$ cat src/rtl/cmbc_pkg.sv
// shared types and constants for the cartridge memory bank controller
// no dependencies; imported by cmbc_rom_map and the top level
package cmbc_pkg;

	// default sizes
	localparam int CART_RAM_BYTES_DEF    = 131072;
	localparam int CYCLES_PER_SECOND_DEF = 4194304;
	localparam int ROM_BANKS_MAX_DEF     = 512;
	localparam int NIBBLE_RAM_DEPTH      = 512;
	localparam int NIB_AW                = $clog2(NIBBLE_RAM_DEPTH);

	// mapper kinds
	localparam logic [2:0] KIND_NONE = 3'd0;
	localparam logic [2:0] KIND_MBC1 = 3'd1;
	localparam logic [2:0] KIND_MBC2 = 3'd2;
	localparam logic [2:0] KIND_MBC3 = 3'd3;
	localparam logic [2:0] KIND_MBC5 = 3'd4;

	// actions
	localparam logic [1:0] ACT_READ  = 2'd0;
	localparam logic [1:0] ACT_WRITE = 2'd1;
	localparam logic [1:0] ACT_TICK  = 2'd2;

	// data sources
	localparam logic [1:0] SRC_DATA = 2'd0;
	localparam logic [1:0] SRC_ROM  = 2'd1;
	localparam logic [1:0] SRC_NONE = 2'd2;

	// configuration register indexes
	localparam logic [1:0] CFG_MAPPER_KIND    = 2'd0;
	localparam logic [1:0] CFG_ROM_BANK_COUNT = 2'd1;
	localparam logic [1:0] CFG_RAM_SIZE_BYTES = 2'd2;

	typedef struct packed {
		logic [1:0]  action;
		logic [15:0] address;
		logic [7:0]  write_data;
		logic [15:0] tick_cycles;
	} req_t;

	typedef struct packed {
		logic [1:0]  data_source;
		logic [7:0]  read_data;
		logic [22:0] rom_address;
	} rsp_t;

	// bank state seen by the rom mapper
	typedef struct packed {
		logic [2:0] kind;
		logic [9:0] bank_count;
		logic [7:0] low_bank;
		logic [7:0] high_bank;
		logic       bank_mode;
		logic [8:0] wide_bank;
	} bank_regs_t;

endpackage

$ cat src/rtl/cmbc_rom_map.sv
// rom address mapper: bank selection, bank-zero fixup and bank count wrap
// depends on cmbc_pkg
module cmbc_rom_map #(
	parameter int ROM_BANKS_MAX = cmbc_pkg::ROM_BANKS_MAX_DEF
) (
	input  cmbc_pkg::bank_regs_t regs,
	input  logic [15:0]          address,
	output logic [22:0]          rom_address
);
	import cmbc_pkg::*;

	localparam logic [8:0] MAX_MASK = 9'(ROM_BANKS_MAX - 1);

	logic [8:0]  raw_bank;
	logic        use_map;
	logic [8:0]  mapped;
	logic [10:0] rem0;
	logic [10:0] rem1;
	logic [10:0] rem2;
	logic [10:0] rem3;
	logic [10:0] cnt;
	logic        odd_count;
	logic [9:0]  wrap_mask;
	logic [8:0]  final_bank;

	// bank number before wrap
	always_comb begin
		raw_bank = '0;
		use_map  = 1'b1;
		if (!address[14]) begin
			use_map = 1'b0;
			if (regs.kind == KIND_MBC1 && regs.bank_mode && regs.bank_count > 10'd32) begin
				raw_bank = {2'b0, regs.high_bank[1:0], 5'b0};
				use_map  = 1'b1;
			end
		end else begin
			unique case (regs.kind)
				KIND_MBC1: begin
					raw_bank = {2'b0, regs.high_bank[1:0], regs.low_bank[4:0]};
					if (regs.low_bank[4:0] == 5'd0) raw_bank[0] = 1'b1;
				end
				KIND_MBC2: begin
					raw_bank = {5'b0, regs.low_bank[3:0]};
					if (regs.low_bank[3:0] == 4'd0) raw_bank = 9'd1;
				end
				KIND_MBC3: begin
					raw_bank = {2'b0, regs.low_bank[6:0]};
					if (regs.low_bank[6:0] == 7'd0) raw_bank = 9'd1;
				end
				default: raw_bank = regs.wide_bank;
			endcase
		end
	end

	// wrap to the bank count: modulo by restoring subtraction for 72, 80, 96
	always_comb begin
		cnt       = {1'b0, regs.bank_count};
		odd_count = regs.bank_count == 10'd72 || regs.bank_count == 10'd80 ||
		            regs.bank_count == 10'd96;
		rem0      = {2'b0, raw_bank};
		rem1      = (rem0 >= (cnt << 2)) ? rem0 - (cnt << 2) : rem0;
		rem2      = (rem1 >= (cnt << 1)) ? rem1 - (cnt << 1) : rem1;
		rem3      = (rem2 >= cnt) ? rem2 - cnt : rem2;
		wrap_mask = regs.bank_count - 10'd1;
		mapped    = odd_count ? rem3[8:0] : (raw_bank & wrap_mask[8:0]);
		final_bank = use_map ? (mapped & MAX_MASK) : 9'd0;
	end

	// byte address
	always_comb begin
		if (regs.kind == KIND_NONE)
			rom_address = {8'b0, address[14:0]};
		else
			rom_address = {final_bank, address[13:0]};
	end

endmodule

$ cat config.mk
export PLATFORM = sky130hd
export DESIGN_NAME = cmbc_rom_map
export DESIGN_NICKNAME = d
export VERILOG_FILES = /design/src/rtl/cmbc_pkg.sv /design/src/rtl/cmbc_rom_map.sv
export SDC_FILE = /design/constraint.sdc
export NUM_CORES = 1
export LEC_CHECK = 0
export BUFFER_PORTS_ARGS = -buffer_cell sky130_fd_sc_hd__buf_2
export CORE_MARGIN = 5
export CORE_UTILIZATION = 51
export DETAILED_ROUTE_END_ITERATION = 12
export PLACE_DENSITY = 0.81
export SYNTH_ARGS = -nofsm -noshare
export SYNTH_HDL_FRONTEND = slang
export SYNTH_SLANG_ARGS = --single-unit
$ cat constraint.sdc
create_clock -name vclk -period 19.6
set_input_delay 3.92 -clock vclk [all_inputs]
set_output_delay 3.92 -clock vclk [all_outputs]
set_load 0.005 [all_outputs]
==> results of run 1 <==
==> worst paths after layout <==
check / slack [ns] / depth (start not counted) / from / endpoint
worst max-delay path: 3.96 / 32 / regs[27] / rom_address[15]
worst min-delay path: 7.84 / 0 / address[0] / rom_address[0]
==> Yosys cell counts, drive strengths merged (5+ instances only) <==
cell / number / area [µm²]
mux2i: 5 / 50.05
nand3: 11 / 55.05
a21oi: 19 / 98.85
or3: 6 / 37.54
o21ai: 12 / 60.05
o21a: 6 / 45.04
nand4: 6 / 37.54
xor2: 6 / 52.55
nand2b: 5 / 31.28
nor2: 23 / 88.84
xnor2: 13 / 113.9
nor4: 5 / 46.29
nor2b: 9 / 56.30
buf: 17 / 132.6
nand2: 22 / 90.09
mux2: 12 / 142.6
nor3: 13 / 65.06
inv: 23 / 86.33
ha: 30 / 375.4
a21o: 11 / 83.83
==> logic make-up after synthesis <==
logic type	after synthesis
buffers and inverters	43
multiplexers	17
AO/OA/AOI/OAI	89
XOR/XNOR	19
adder cells (fa/ha/maj)	33
AND/OR/NAND/NOR	110
==> final cells by class <==
| class | instances | area, µm² | share of cell area |
|---|---|---|---|
| multi-input cells | 268 | 2052 | 0.8502 |
| inverters | 23 | 86.33 | 0.03577 |
| repair buffers | 42 | 210.2 | 0.08709 |
| well taps | 52 | 65.06 | 0.02696 |
==> stage by stage <==
stage / instances / util / hold slack, ns / area (µm²) / power, mW
after detailed placement: 385 / 0.5543 / 7.840 / 2414 / 0.07689
after CTS: 385 / 0.5543 / 7.840 / 2414 / 0.07735
after global placement: 385 / 0.5543 / 7.840 / 2414 / 0.07483
final: 385 / 0.5543 / 7.840 / 2414 / 0.07837
after floorplan: 311 / - / 7.921 / 2282 / 0.06217
after global routing: 385 / 0.5543 / 7.840 / 2414 / 0.08612
==> metal layers <==
layer / vias up / global-route usage / wire (µm)
met4: 0 / 0.05245 / 129
met2: 74 / 0.3642 / 3096
met5: - / 0 / 0
met3: 15 / 0.03044 / 376
li1: 1193 / - / -
met1: 1128 / 0.2609 / 2737
==> power by group <==
group	leakage (nW)	internal, mW	switching, mW
logic	1.25	0.0343	0.0441
clock network	0	0	0
registers	0	0	0
total	1.25	0.0343	0.0441
==> critical path, delay by kind of cell <==
family | cells | cell delay [ns]
compound gates | 14 | 3.31
fa+ha+maj | 4 | 1.24
buf+inv | 5 | 0.73
mux | 2 | 0.71
simple gates | 7 | 1.81
==> metrics.cfg, run 1 <==
[status]
status = completed

[global_routing]
first_global_vias = 2317
grt_max_degree = 20
grt_overflow = 0
grt_pass1_wl_um = 10520
track_usage = 0.2070
antenna_found_initial = 0

[routing]
drc = 0
wl_per_cell_um = 16.47
drt_iter0_drc = 91
routed_wl_um = 6340
vias = 2410
ant_nets = 0
avgViaCountPerCell = 6.260
drt_pass1_iterations = 4

[sta]
hold_violations = 0
rsz0062_at_grt = false
timing.fmax_ghz = 0.06392
fin_tns_setup_ns = 0
maxSlewHeadroom = 0.5275
setup_violations = 0
post-route-period-util = 0.7982
period_minus_slack_ns = 15.64
tightest_slew_ns = 0.7035
drv_slew = 0
layout_setup_ws_ns = 3.955

[floorplanning]
design.die.area_um2 = 5913
rows = 24
die_w_um = 76.90
core_area_um2 = 4354
die_y_um = 76.90
io_pins = 78
initial_utilization = 0.5241

[power_and_ir_drop]
p_per_area_nw_per_um2 = 32.47
leakage_nw = 1.249
peakVddDrop_mv = 0.01891

[critical_path]
critPathRequiredTime_ns = 15.68
worstSetupPathType = input pin to primary output
startpoint_type = input pin
crit_path_end_kind = primary output
cp_max_fo = 13
cp.arrival_ns = 11.72
slowest_stage = nor4_4
cpPeakStageDelay_ns = 0.62
crit_top_cell = ha_1

[yosys]
synth_cell_types = 61
synth-simple-area-share = 0.2555
synth_fa_ha_area_frac = 0.1908
syn_area_um2 = 2282
avgSynthCellArea_um2 = 7.338
synthesis.nets = 399
syn_inst = 311
synth_top_family_by_area = compound AO/OA/AOI/OAI gates
ys_warn_count = 0
synth_compound_area_frac = 0.2955
synth_xor_xnor_area_share = 0.07292
yosysSeqAreaShare = 0
synthMuxAreaShare = 0.08443

[final_layout]
regArea_um2 = 0
clock_buffers = 0
area_growth_pct = 5.756
layout.nets = 423
final_cell_mix = 42 x buf_2, 30 x ha_1, 23 x inv_1
n_antenna_cell = 0
nFlopsAndLatches = 0
layout-drive-gt1-share = 0.2132
final_common_cell = buf_2
fill_cells = 409

[placement]
place_congestion = 0.9468
pre_cts_slack_ns = 4.092
io_buffers = 42
dpl.hpwl_um = 5361

[clocking]
cts_setup_buffers = 0
ctsResizeCount = 0
cts-hold-fix-buffers = 0

[worst_hold_path]
hold_class = input pin to primary output

[job]
drv_cap = 0

Power figures use the tool's default switching activity.
==> inputs of run 2 (changes only) <==
CORE_UTILIZATION = 49   (was 51)
clock period = 14.2 ns   (was 19.6 ns; I/O delays follow)
==> run 2 against run 1 <==
Power up 39%. Core utilization down 1.1 points. Clock-buffer cell count unchanged. Final area unchanged. Sequential cell count unchanged. Routed wire length up 3.6%. Combinational power up 39%. Critical endpoint unchanged. Critical path type unchanged. Die area up 3.5%.
==> metrics.cfg, run 2 (synthesized netlist as in run 1, its figures left out) <==
[floorplanning]
die_y_um = 78.25  ; +1.8%
die_w_um = 78.25  ; +1.8%
core_area_um2 = 4444  ; +2.1%
io_pins = 78  ; unchanged
rows = 24  ; unchanged
design.die.area_um2 = 6122  ; +3.5%
initial_utilization = 0.5135  ; -0.01062

[placement]
io_buffers = 42  ; unchanged
place_congestion = 0.9610  ; +1.5%
dpl.hpwl_um = 5475  ; +2.1%
dp_cells = 385  ; unchanged

[global_routing]
track_usage = 0.2094  ; +0.002381
grt_overflow = 0  ; unchanged
first_global_vias = 2326  ; +0.39%
grt_max_degree = 20  ; unchanged
grt_pass1_wl_um = 10730  ; +2.0%
antenna_found_initial = 0  ; unchanged

[sta]
maxSlewHeadroom = 0.5013  ; -0.02617
timing.fmax_ghz = 0.07412
post-route-period-util = 0.9501
period_minus_slack_ns = 13.49
hold_violations = 0  ; unchanged
hold_slack_ns = 5.680  ; -2.160 ns
drv_slew = 0  ; unchanged
setup_violations = 0  ; unchanged
fin_tns_setup_ns = 0  ; unchanged
tightest_slew_ns = 0.7425  ; +0.03896 ns
rsz0062_at_grt = false

[job]
drv_cap = 0  ; unchanged

[critical_path]
cp_max_fo = 13  ; unchanged
startpoint_type = input pin
crit_path_end_kind = primary output
critPathRequiredTime_ns = 11.36  ; -4.32 ns
slowest_stage = nor4_4
worstSetupPathType = input pin to primary output
crit_top_cell = ha_1
cpPeakStageDelay_ns = 0.64  ; +0.02 ns
cp.arrival_ns = 10.65  ; -1.07 ns

[final_layout]
final_cell_mix = 42 x buf_2, 30 x ha_1, 23 x inv_1
nFlopsAndLatches = 0  ; unchanged
multi_input_area_um2 = 2052  ; unchanged
layout-drive-gt1-share = 0.2132  ; unchanged
clock_buffers = 0  ; unchanged
fill_cells = 442  ; +8.1%
fin_cells = 385  ; unchanged
final_common_cell = buf_2
layout.nets = 423  ; unchanged
area_growth_pct = 5.756  ; unchanged
regArea_um2 = 0  ; unchanged
n_antenna_cell = 0  ; unchanged

[routing]
routed_wl_um = 6566  ; +3.6%
drc = 0  ; unchanged
ant_nets = 0  ; unchanged
wl_per_cell_um = 17.05  ; +3.6%
avgViaCountPerCell = 6.281  ; +0.33%
vias = 2418  ; +0.33%
drt_iter0_drc = 149  ; +64%
drt_pass1_iterations = 4  ; unchanged

[status]
status = completed

[worst_hold_path]
hold_class = input pin to primary output

[power_and_ir_drop]
total_power_mw = 0.1089  ; +39%
peakVddDrop_mv = 0.02256  ; +19%
leakage_nw = 1.249  ; unchanged
p_per_area_nw_per_um2 = 45.10  ; +39%

[clocking]
cts_setup_buffers = 0  ; unchanged
cts-hold-fix-buffers = 0  ; unchanged
ctsResizeCount = 0  ; unchanged

run 2: cell counts in the layout (fill, tap and decap cells not counted):
No cell type changed its count.
run 2: power breakdown:
group | total, mW | switching [mW] | leakage [nW] | internal, mW
Clock | 0 | 0 | 0 | 0
Sequential | 0 | 0 | 0 | 0
Combinational | 0.109 | 0.0614 | 1.25 | 0.0474
run 2: worst max-delay path: cells and delay by family:
kind                       cells  cell delay, ns
and+or+nand+nor                7            1.83
AOI/OAI and AO/OA             14            3.35
muxes                          2            0.68
buffers and inverters          5            0.70
adders and majority gates      4            1.23
run 2: cell type report:
cell class                 instances  area share
multi-input combinational        268      0.8502
timing repair buffer              42     0.08709
tap                               52     0.02696
inverter                          23     0.03577
run 2: stage by stage:
step / setup WS [ns] / cell area, µm² / util
floorplan: 2.265 / 2282 / -
global placement: 0.8984 / 2414 / 0.5431
detailed placement: 0.8003 / 2414 / 0.5431
CTS: 0.7702 / 2414 / 0.5431
global route: 0.2482 / 2414 / 0.5431
finish: 0.7081 / 2414 / 0.5431
run 2: path summary, 6_finish.rpt:
| check | from | to | slack (ns) | depth (start not counted) |
|---|---|---|---|---|
| worst max-delay path | regs[27] | rom_address[15] | 0.71 | 32 |
| worst min-delay path | address[0] | rom_address[0] | 5.68 | 0 |
run 2: per-layer routing:
layer	global-route usage	part of all wire	vias up
met5	0	0	-
met4	0.06119	0.027	0
met3	0.01487	0.066	19
met2	0.3733	0.47	76
met1	0.2698	0.44	1124
li1	-	-	1199
